$ cat config.mk
export PLATFORM = sky130hd
export DESIGN_NAME = sle_cmp
export DESIGN_NICKNAME = d
export VERILOG_FILES = /design/src/rtl/sle_pkg.sv /design/src/rtl/sle_cmp.sv
export SDC_FILE = /design/constraint.sdc
export NUM_CORES = 1
export LEC_CHECK = 0
export BUFFER_PORTS_ARGS = -buffer_cell sky130_fd_sc_hd__buf_2
export CAP_MARGIN = 30
export CORE_MARGIN = 2
export CORE_UTILIZATION = 40
export DETAILED_ROUTE_END_ITERATION = 16
export PLACE_DENSITY_LB_ADDON = 0.3
export SLEW_MARGIN = 20
export SYNTH_ARGS = -nofsm -noshare
export SYNTH_HDL_FRONTEND = slang
export SYNTH_SLANG_ARGS = --single-unit
$ cat constraint.sdc
create_clock -name vclk -period 2.95
set_input_delay 0.59 -clock vclk [all_inputs]
set_output_delay 0.59 -clock vclk [all_outputs]
set_load 0.01 [all_outputs]
$ cat src/rtl/sle_pkg.sv
// Shared constants and types for the sequential list engine.
`default_nettype none
package sle_pkg;
    localparam int LIST_DEPTH_DEF = 1024;
    localparam int ACT_W = 3;
    localparam int POS_W = 11;
    localparam int WORD_W = 32;
    localparam int STAT_W = 2;

    localparam logic [ACT_W-1:0] ACT_INSERT = 3'd0;
    localparam logic [ACT_W-1:0] ACT_DELETE = 3'd1;
    localparam logic [ACT_W-1:0] ACT_FIND   = 3'd2;
    localparam logic [ACT_W-1:0] ACT_COUNT  = 3'd3;
    localparam logic [ACT_W-1:0] ACT_DEDUPE = 3'd4;
    localparam logic [ACT_W-1:0] ACT_RDEL   = 3'd5;

    localparam logic [STAT_W-1:0] ST_DONE = 2'd0;
    localparam logic [STAT_W-1:0] ST_FULL = 2'd1;
    localparam logic [STAT_W-1:0] ST_BAD  = 2'd2;

    typedef struct packed {
        logic eq;
        logic in_range;
    } t_cmp_res;
endpackage
`default_nettype wire

$ cat src/rtl/sle_cmp.sv
// Shared compare unit: equality against an operand and signed range test.
`default_nettype none
module sle_cmp
    import sle_pkg::*;
(
    input  wire logic signed [WORD_W-1:0] i_data,
    input  wire logic signed [WORD_W-1:0] i_opnd,
    input  wire logic signed [WORD_W-1:0] i_lo,
    input  wire logic signed [WORD_W-1:0] i_hi,
    output t_cmp_res                      o_res
);
    always_comb begin
        o_res.eq       = (i_data == i_opnd);
        o_res.in_range = (i_data >= i_lo) && (i_data <= i_hi);
    end
endmodule
`default_nettype wire

==> results of run 1 <==
logic make-up after synthesis:
logic type,Yosys count,share of synthesized area
xor gates and xnor gates,34,0.150
and+or+nand+nor,55,0.154
adders and majority gates,64,0.404
AOI/OAI and AO/OA,51,0.170
buffers and inverters,64,0.121
critical path, cell delays in order:
cell      delay (ns)
buf_2           0.18
ha_4            0.23
nor2b_1         0.12
o211ai_1        0.15
a21oi_1         0.10
o31a_1          0.29
a211o_1         0.24
xor2_1          0.15
a22oi_1         0.15
buf_2           0.17
how the worst max path moves through the flow:
stage               startpoint        to  slack [ns]  cells after the start
floorplan             i_hi[25]  o_res[0]        0.18                      8
global route        i_data[31]  o_res[0]       -0.12                     10
CTS                   i_hi[25]  o_res[0]       0.001                     10
global placement    i_data[11]  o_res[0]       -0.14                     10
detailed placement  i_data[25]  o_res[0]       -0.16                      9
finish               i_data[1]  o_res[0]       -0.02                     10
area by class of cell:
type | instances | area (µm²)
Multi-Input combinational cell | 204 | 2120
Fill cell | 395 | 1410
Timing Repair Buffer | 161 | 898
Inverter | 64 | 243
Tap cell | 67 | 83.8
metrics by stage:
step	cells	power (mW)
3_5_place_dp	495	0.384
2_1_floorplan	268	0.190
6_report	496	0.463
4_1_cts	496	0.433
5_1_grt	496	0.519
3_3_place_gp	495	0.373
Yosys cell counts, drive strengths merged (4+ instances only):
library cell,count
nor2,7
ha,64
inv,64
nand2,13
nand4,11
a21oi,22
nand3,4
nor4,8
and4,7
o21ai,6
xor2,33
a21o,5
layer usage:
layer  vias up  track usage  part of all wire
met3        20       0.0352             0.072
li1       1263            -                 -
met4         0       0.0655             0.027
met5         -            0                 0
met2        97        0.464              0.49
met1      1096        0.273              0.41
timing repair:
action / 4_1_cts / 5_1_grt
buffers inserted: 1 / 0
setup endpoints to repair: 1 / 1
hold buffers: 0 / 0
pin swaps: 18 / 21
gates resized for setup: 31 / 23
power groups by stage:
stage	combinational [mW]	sequential (mW)	clock, mW
after detailed placement	0.384	0	0
after floorplan	0.190	0	0
after global routing	0.519	0	0
after global placement	0.373	0	0
after CTS	0.433	0	0
final	0.463	0	0
==> reports/results.tsv, run 1 <==
stage	metric	value	unit
synth	syn_nets	460	
critical_path	cp_max_fo	3	
routing	dr.pass1.iters	4	
final_layout	seqCellArea	0	µm²
synth	avgSynthCellArea	7.40	µm²
timing	fin_setup_tns	-0.0155	ns
synth	yosysTopAreaCell	ha_1	
floorplanning	rows	25	
power	sequentialPowerShare	0	
timing	layout_setup_ws	-0.0155	ns
timing	period_share	1.01	
final_layout	final_cell_mix	buf_2, inv_1, ha_1, xor2_1, buf_4	
hold_path	whs_path_depth	6	
synth	synth_seq_area_share	0	
routing	vias_per_cell	4.99	
routing	wl_per_cell	14.0	µm
final_layout	final_layout_size_suffix_gt1_frac	0.492	
timing	fmax	0.337	GHz
floorplanning	die_w	74.4	µm
floorplanning	dieHeight	74.4	µm
synth	synth_warnings	0	
critical_path	worstSetupStartpointType	input pin	
floorplanning	fp.coreArea	4750	µm²
timing	holdWs	1.68	ns
timing	period_needed	2.97	ns
timing	relSlewSlack	0.751	
place	placed_cell_area	2940	µm²
critical_path	end_kind	output port	
hold_path	min_to	o_res[1]	
floorplanning	dieArea	5530	µm²
place	gp_congestion	0.842	
timing	worstMarginPinSlew	0.370	ns
routing	num_vias	2476	
routing	drcViolationCount	0	
final_layout	final_core_util	0.704	
final_layout	final_common_cell	buf_2	
global_route	grt_overflow	0	
synth	synth_cell_types	32	
flow_run	maxCapViolations	0	
place	place_ws	-0.159	ns
global_route	grt_pass1_wl	10500	µm
hold_path	hold_start	i_opnd[0]	
global_route	antenna_found_initial	0	
power	p_int	0.242	mW
final_layout	post-route-cell-area	3350	µm²
timing	rsz0062_at_grt	yes	
power	p_leak	1.86	nW
critical_path	crit_required	2.36	ns
hold_path	hp-class	in -> out	
synth	synth_top_area_share	0.404	
power	p_clk_frac	0	
status	violations	negative setup slack	
status	run_status	complete, but fails checks	
final_layout	area_growth	68.9	%
global_route	grt_pass1_vias	2518	
final_layout	nFlopsAndLatches	0	
timing	setup_viol	1	
synth	netlist_instances	268	
power	vdd_drop_max	0.0670	mV
routing	drt-total-wl	6940	µm
critical_path	critPathKind	in -> out	
floorplanning	ios	130	
power	p_sw_frac	0.476	
final_layout	fin_nets	623	
power	p_sw	0.220	mW
routing	detail_route.iter0.violations	69	
final_layout	clkbuf_count	0	
timing	finalHoldViolCount	0	
synth	synth.area.top_cells	ha_1, xor2_1, inv_1	
place	portBuffers	130	
timing	maxSlewViolCount	0	
global_route	grt_max_degree	4	
power	power_per_cell_area	138	nW/µm²
floorplanning	start_util	0.417	
power	p_comb_frac	1.000	
place	dp_hpwl	5730	µm
final_layout	antennaDiodeCount	0	
synth	netlist_area	1980	µm²
global_route	grt_use_total	0.241	
critical_path	cp.arrival	2.38	ns
routing	postRouteAntennaNets	0	
Note: power is estimated with default switching activity, not from simulation.
==> run 2, diff against run 1 <==
Settings changed: CORE_UTILIZATION 40 to 25.
==> run 2 against run 1 <==
  * The flow still finishes with violations (negative setup slack)
  * Die area grew 56%
  * Final cell count grew 9.1%
  * Power shrank 3.5%
  * Setup slack lost 0.071 ns
  * Non-clock buffer count grew 10
  * Worst hold slack gained 0.017 ns
  * Clock-buffer cell count is the same
  * Critical path type unchanged
  * Largest cell class unchanged
==> reports/results.tsv, run 2 (synthesis results as in run 1) <==
stage	metric	value	unit
timing	period_needed	3.04	ns
routing	wl_per_cell	12.7	µm
timing	period_share	1.03	
global_route	grt_overflow	0	
critical_path	cp.arrival	2.45	ns
timing	holdWs	1.70	ns
critical_path	cp_max_fo	2	
power	power_per_cell_area	131	nW/µm²
floorplanning	start_util	0.258	
timing	layout_setup_ws	-0.0866	ns
final_layout	fillers	809	
floorplanning	dieArea	8660	µm²
floorplanning	rows	32	
final_layout	multi_input_area	2050	µm²
global_route	grt_pass1_vias	2355	
final_layout	seqCellArea	0	µm²
status	violations	negative setup slack	
final_layout	final_cell_mix	buf_2, inv_1, ha_1, buf_4, xor2_1	
floorplanning	die_w	93.0	µm
timing	worstMarginPinSlew	0.433	ns
final_layout	clkbuf_count	0	
floorplanning	dieHeight	93.0	µm
routing	wl_met3	373	µm
power	p_leak	1.92	nW
routing	dr.pass1.iters	4	
global_route	grt_use_total	0.150	
critical_path	end_kind	output port	
floorplanning	ios	130	
timing	setup_viol	1	
hold_path	hp-class	in -> out	
critical_path	critPathTopFamily	compound AO/OA/AOI/OAI gates	
critical_path	worstSetupStartpointType	input pin	
floorplanning	fp.coreArea	7690	µm²
routing	highest_layer	met4	
critical_path	crit_required	2.36	ns
clocking	hold_buffers	0	
power	vdd_drop_max	0.0500	mV
final_layout	final_layout_size_suffix_gt1_frac	0.481	
routing	drt-total-wl	6850	µm
routing	drcViolationCount	0	
critical_path	critPathKind	in -> out	
flow_run	maxCapViolations	0	
final_layout	nFlopsAndLatches	0	
critical_path	path_cells	buf_6, inv_4, ha_4, nor2b_1, o211ai_1, a211oi_2, o41ai_4, o211ai_1, xnor2_1, a22oi_1, buf_2	
final_layout	antennaDiodeCount	0	
timing	relSlewSlack	0.709	
routing	num_vias	2366	
global_route	grt_max_degree	4	
critical_path	path_common_cell	o211ai_1	
status	run_status	complete, but fails checks	
routing	postRouteAntennaNets	0	
timing	finalHoldViolCount	0	
final_layout	post-route-cell-area	3400	µm²
routing	wl_met2	3310	µm
final_layout	area_growth	71.8	%
timing	fin_setup_tns	-0.0866	ns
critical_path	critPathMaxStageDelay	0.28	ns
place	dp_hpwl	6130	µm
critical_path	crit_path_top_delay_cell	o41ai_4	
routing	vias_per_cell	4.37	
final_layout	fin_nets	633	
final_layout	final_common_cell	buf_2	
critical_path	path_buf_inv	3	
global_route	grt_pass1_wl	10600	µm
timing	fmax	0.329	GHz
place	gp_congestion	0.815	
timing	rsz0062_at_grt	yes	
timing	maxSlewViolCount	0	
place	portBuffers	130	
routing	wl_met1	3160	µm
place	placed_cell_area	3040	µm²
global_route	antenna_found_initial	0	
routing	detail_route.iter0.violations	18	
run 2: metal layers:
layer	vias to the layer above	global-route usage
met1	1013	0.197
met3	2	0.0121
met5	-	0
met2	67	0.283
li1	1284	-
met4	0	0.00245
run 2: area by class of cell:
| class | count | share of cell area |
|---|---|---|
| well taps | 102 | 0.0375 |
| inverters | 64 | 0.0713 |
| multi-input cells | 204 | 0.602 |
| repair buffers | 171 | 0.289 |
run 2: power breakdown:
part	total [mW]	switching [mW]	internal (mW)
logic	0.447	0.210	0.236
clock network	0	0	0
registers	0	0	0
total	0.447	0.210	0.236
run 2: final timing paths:
path              depth (start not counted)  slack (ns)        to       start
hold / removal                            6        1.70  o_res[1]  i_opnd[15]
setup / recovery                         11       -0.09  o_res[0]     i_hi[1]
run 2: metrics by stage:
stage / std cells / power (mW) / util / setup slack [ns]
global route: 541 / 0.507 / 0.443 / -0.204
finish: 541 / 0.447 / 0.443 / -0.0866
CTS: 540 / 0.449 / 0.442 / -0.0915
floorplan: 268 / 0.190 / - / 0.180
global placement: 537 / 0.390 / 0.395 / -0.401
detailed placement: 537 / 0.395 / 0.395 / -0.419
run 2: what timing repair did:
action	4_1_cts	5_1_grt
buffers inserted	3	1
endpoints found under the setup margin	1	1
gates resized for setup	49	0
pin swaps	27	3
==> run 3, diff against run 2 <==
Settings changed: PLACE_DENSITY from default to 0.57, PLACE_DENSITY_LB_ADDON 0.3 to default, SKIP_LAST_GASP from default to 1.
==> run 3 against run 2 <==
  * The flow still finishes with violations (negative setup slack)
  * Flip-flop and latch count is the same
  * Final area up 9.5%
  * Power is 13% higher
  * Worst hold slack worse by 0.017 ns
  * Critical path type unchanged
  * Largest cell class unchanged
  * Highest routed layer unchanged
==> reports/results.tsv, run 3 (synthesis results as in run 1) <==
stage	metric	value	unit
floorplanning	dieArea	8660	µm²
critical_path	end_kind	output port	
critical_path	critPathMaxStageDelay	0.31	ns
routing	num_vias	2451	
place	portBuffers	130	
critical_path	crit_required	2.36	ns
timing	setup_viol	1	
timing	finalHoldViolCount	0	
final_layout	fillers	786	
critical_path	cp.arrival	2.37	ns
power	p_int	0.271	mW
routing	drcViolationCount	0	
critical_path	critPathKind	in -> out	
power	p_clk_frac	0	
timing	period_needed	2.96	ns
timing	fmax	0.338	GHz
global_route	grt_pass1_wl	10800	µm
final_layout	final_layout_size_suffix_gt1_frac	0.557	
critical_path	crit_path_top_delay_cell	a211o_1	
routing	wl_per_cell	13.4	µm
place	placed_cell_area	3050	µm²
global_route	antenna_found_initial	0	
timing	worstMarginPinSlew	0.540	ns
critical_path	worstSetupStartpointType	input pin	
clocking	hold_buffers	0	
flow_run	maxCapViolations	0	
timing	rsz0062_at_grt	yes	
power	p_sw	0.233	mW
critical_path	path_cells	buf_2, inv_1, ha_4, a21oi_1, nand2_1, a221oi_2, o31ai_2, a211o_1, xor2_1, a22oi_1, buf_2	
floorplanning	dieHeight	93.0	µm
floorplanning	fp.coreArea	7690	µm²
routing	dr.pass1.iters	4	
critical_path	cp_max_fo	3	
critical_path	critPathTopFamily	compound AO/OA/AOI/OAI gates	
floorplanning	start_util	0.258	
routing	vias_per_cell	4.51	
timing	layout_setup_ws	-0.00704	ns
power	power_per_cell_area	135	nW/µm²
floorplanning	die_w	93.0	µm
final_layout	nFlopsAndLatches	0	
final_layout	clkbuf_count	0	
routing	detail_route.iter0.violations	20	
critical_path	path_common_cell	buf_2	
final_layout	fin_nets	636	
status	run_status	complete, but fails checks	
power	finalPower	0.505	mW
place	dp_hpwl	6210	µm
global_route	grt_overflow	0	
final_layout	multi_input_area	2260	µm²
routing	postRouteAntennaNets	0	
final_layout	area_growth	88.1	%
timing	fin_setup_tns	-0.00704	ns
final_layout	seqCellArea	0	µm²
power	vdd_drop_max	0.0618	mV
floorplanning	ios	130	
timing	maxSlewViolCount	0	
place	gp_congestion	0.835	
status	violations	negative setup slack	
hold_path	hp-class	in -> out	
global_route	grt_use_total	0.153	
routing	drt-total-wl	7310	µm
power	p_sw_frac	0.462	
critical_path	path_buf_inv	3	
global_route	grt_pass1_vias	2475	
power	p_comb_frac	1.000	
global_route	grt_max_degree	4	
power	sequentialPowerShare	0	
timing	relSlewSlack	0.636	
power	p_leak	1.96	nW
final_layout	final_common_cell	buf_2	
timing	period_share	1.00	
final_layout	final_cell_mix	buf_2, inv_1, buf_4, xor2_1, ha_1	
final_layout	post-route-cell-area	3730	µm²
floorplanning	rows	32	
final_layout	antennaDiodeCount	0	
==> run 3: cell count changes in the layout (fill, tap and decap cells not counted), moves of 2 or more <==
cell,change
ha_1,-12
buf_6,+11
ha_4,+11
buf_2,-10
inv_1,-8
inv_2,+7
a21oi_1,-5
a21oi_2,+4
o21ai_2,+3
nand2_1,-2
nand2_2,+2
o21ai_1,-2
==> run 3: path summary, 6_finish.rpt <==
path | from | end | cells after the start
max | i_lo[22] | o_res[0] | 11
min | i_opnd[15] | o_res[1] | 6
==> run 3: final cells by class <==
cell class | count | area share
Inverter | 64 | 0.0658
Tap cell | 102 | 0.0342
Multi-Input combinational cell | 204 | 0.607
Timing Repair Buffer | 174 | 0.293
==> run 3: per-layer routing <==
layer / track usage / vias up / part of all wire
met3: 0.0137 / 4 / 0.054
met5: 0 / - / 0
li1: - / 1287 / -
met4: 0.00490 / 0 / 0.0049
met1: 0.193 / 1084 / 0.44
met2: 0.296 / 76 / 0.50
==> run 3: power groups by stage <==
stage | registers, mW | clock network, mW | logic, mW
after floorplan | 0 | 0 | 0.190
after global placement | 0 | 0 | 0.387
after detailed placement | 0 | 0 | 0.396
after CTS | 0 | 0 | 0.454
after global routing | 0 | 0 | 0.569
final | 0 | 0 | 0.505
==> run 3: repair_timing <==
item / 4_1_cts / 5_1_grt
resized for setup: 59 / 47
endpoints found under the setup margin: 1 / 1
pin swaps: 29 / 33
setup buffers: 3 / 3
==> run 3: worst min-delay path: cells and delay by family <==
family	cells	cell delay, ns
buffers and inverters	2	0.23
xor gates and xnor gates	1	0.12
and+or+nand+nor	3	0.16
==> run 3: stage by stage <==
step	util	std cells	hold slack, ns	setup WS [ns]
after floorplan	-	268	1.45	0.180
after global placement	0.396	538	1.70	-0.282
after detailed placement	0.396	538	1.69	-0.293
after CTS	0.444	541	1.69	-0.0333
after global routing	0.485	544	1.77	-0.122
final	0.485	544	1.68	-0.00704
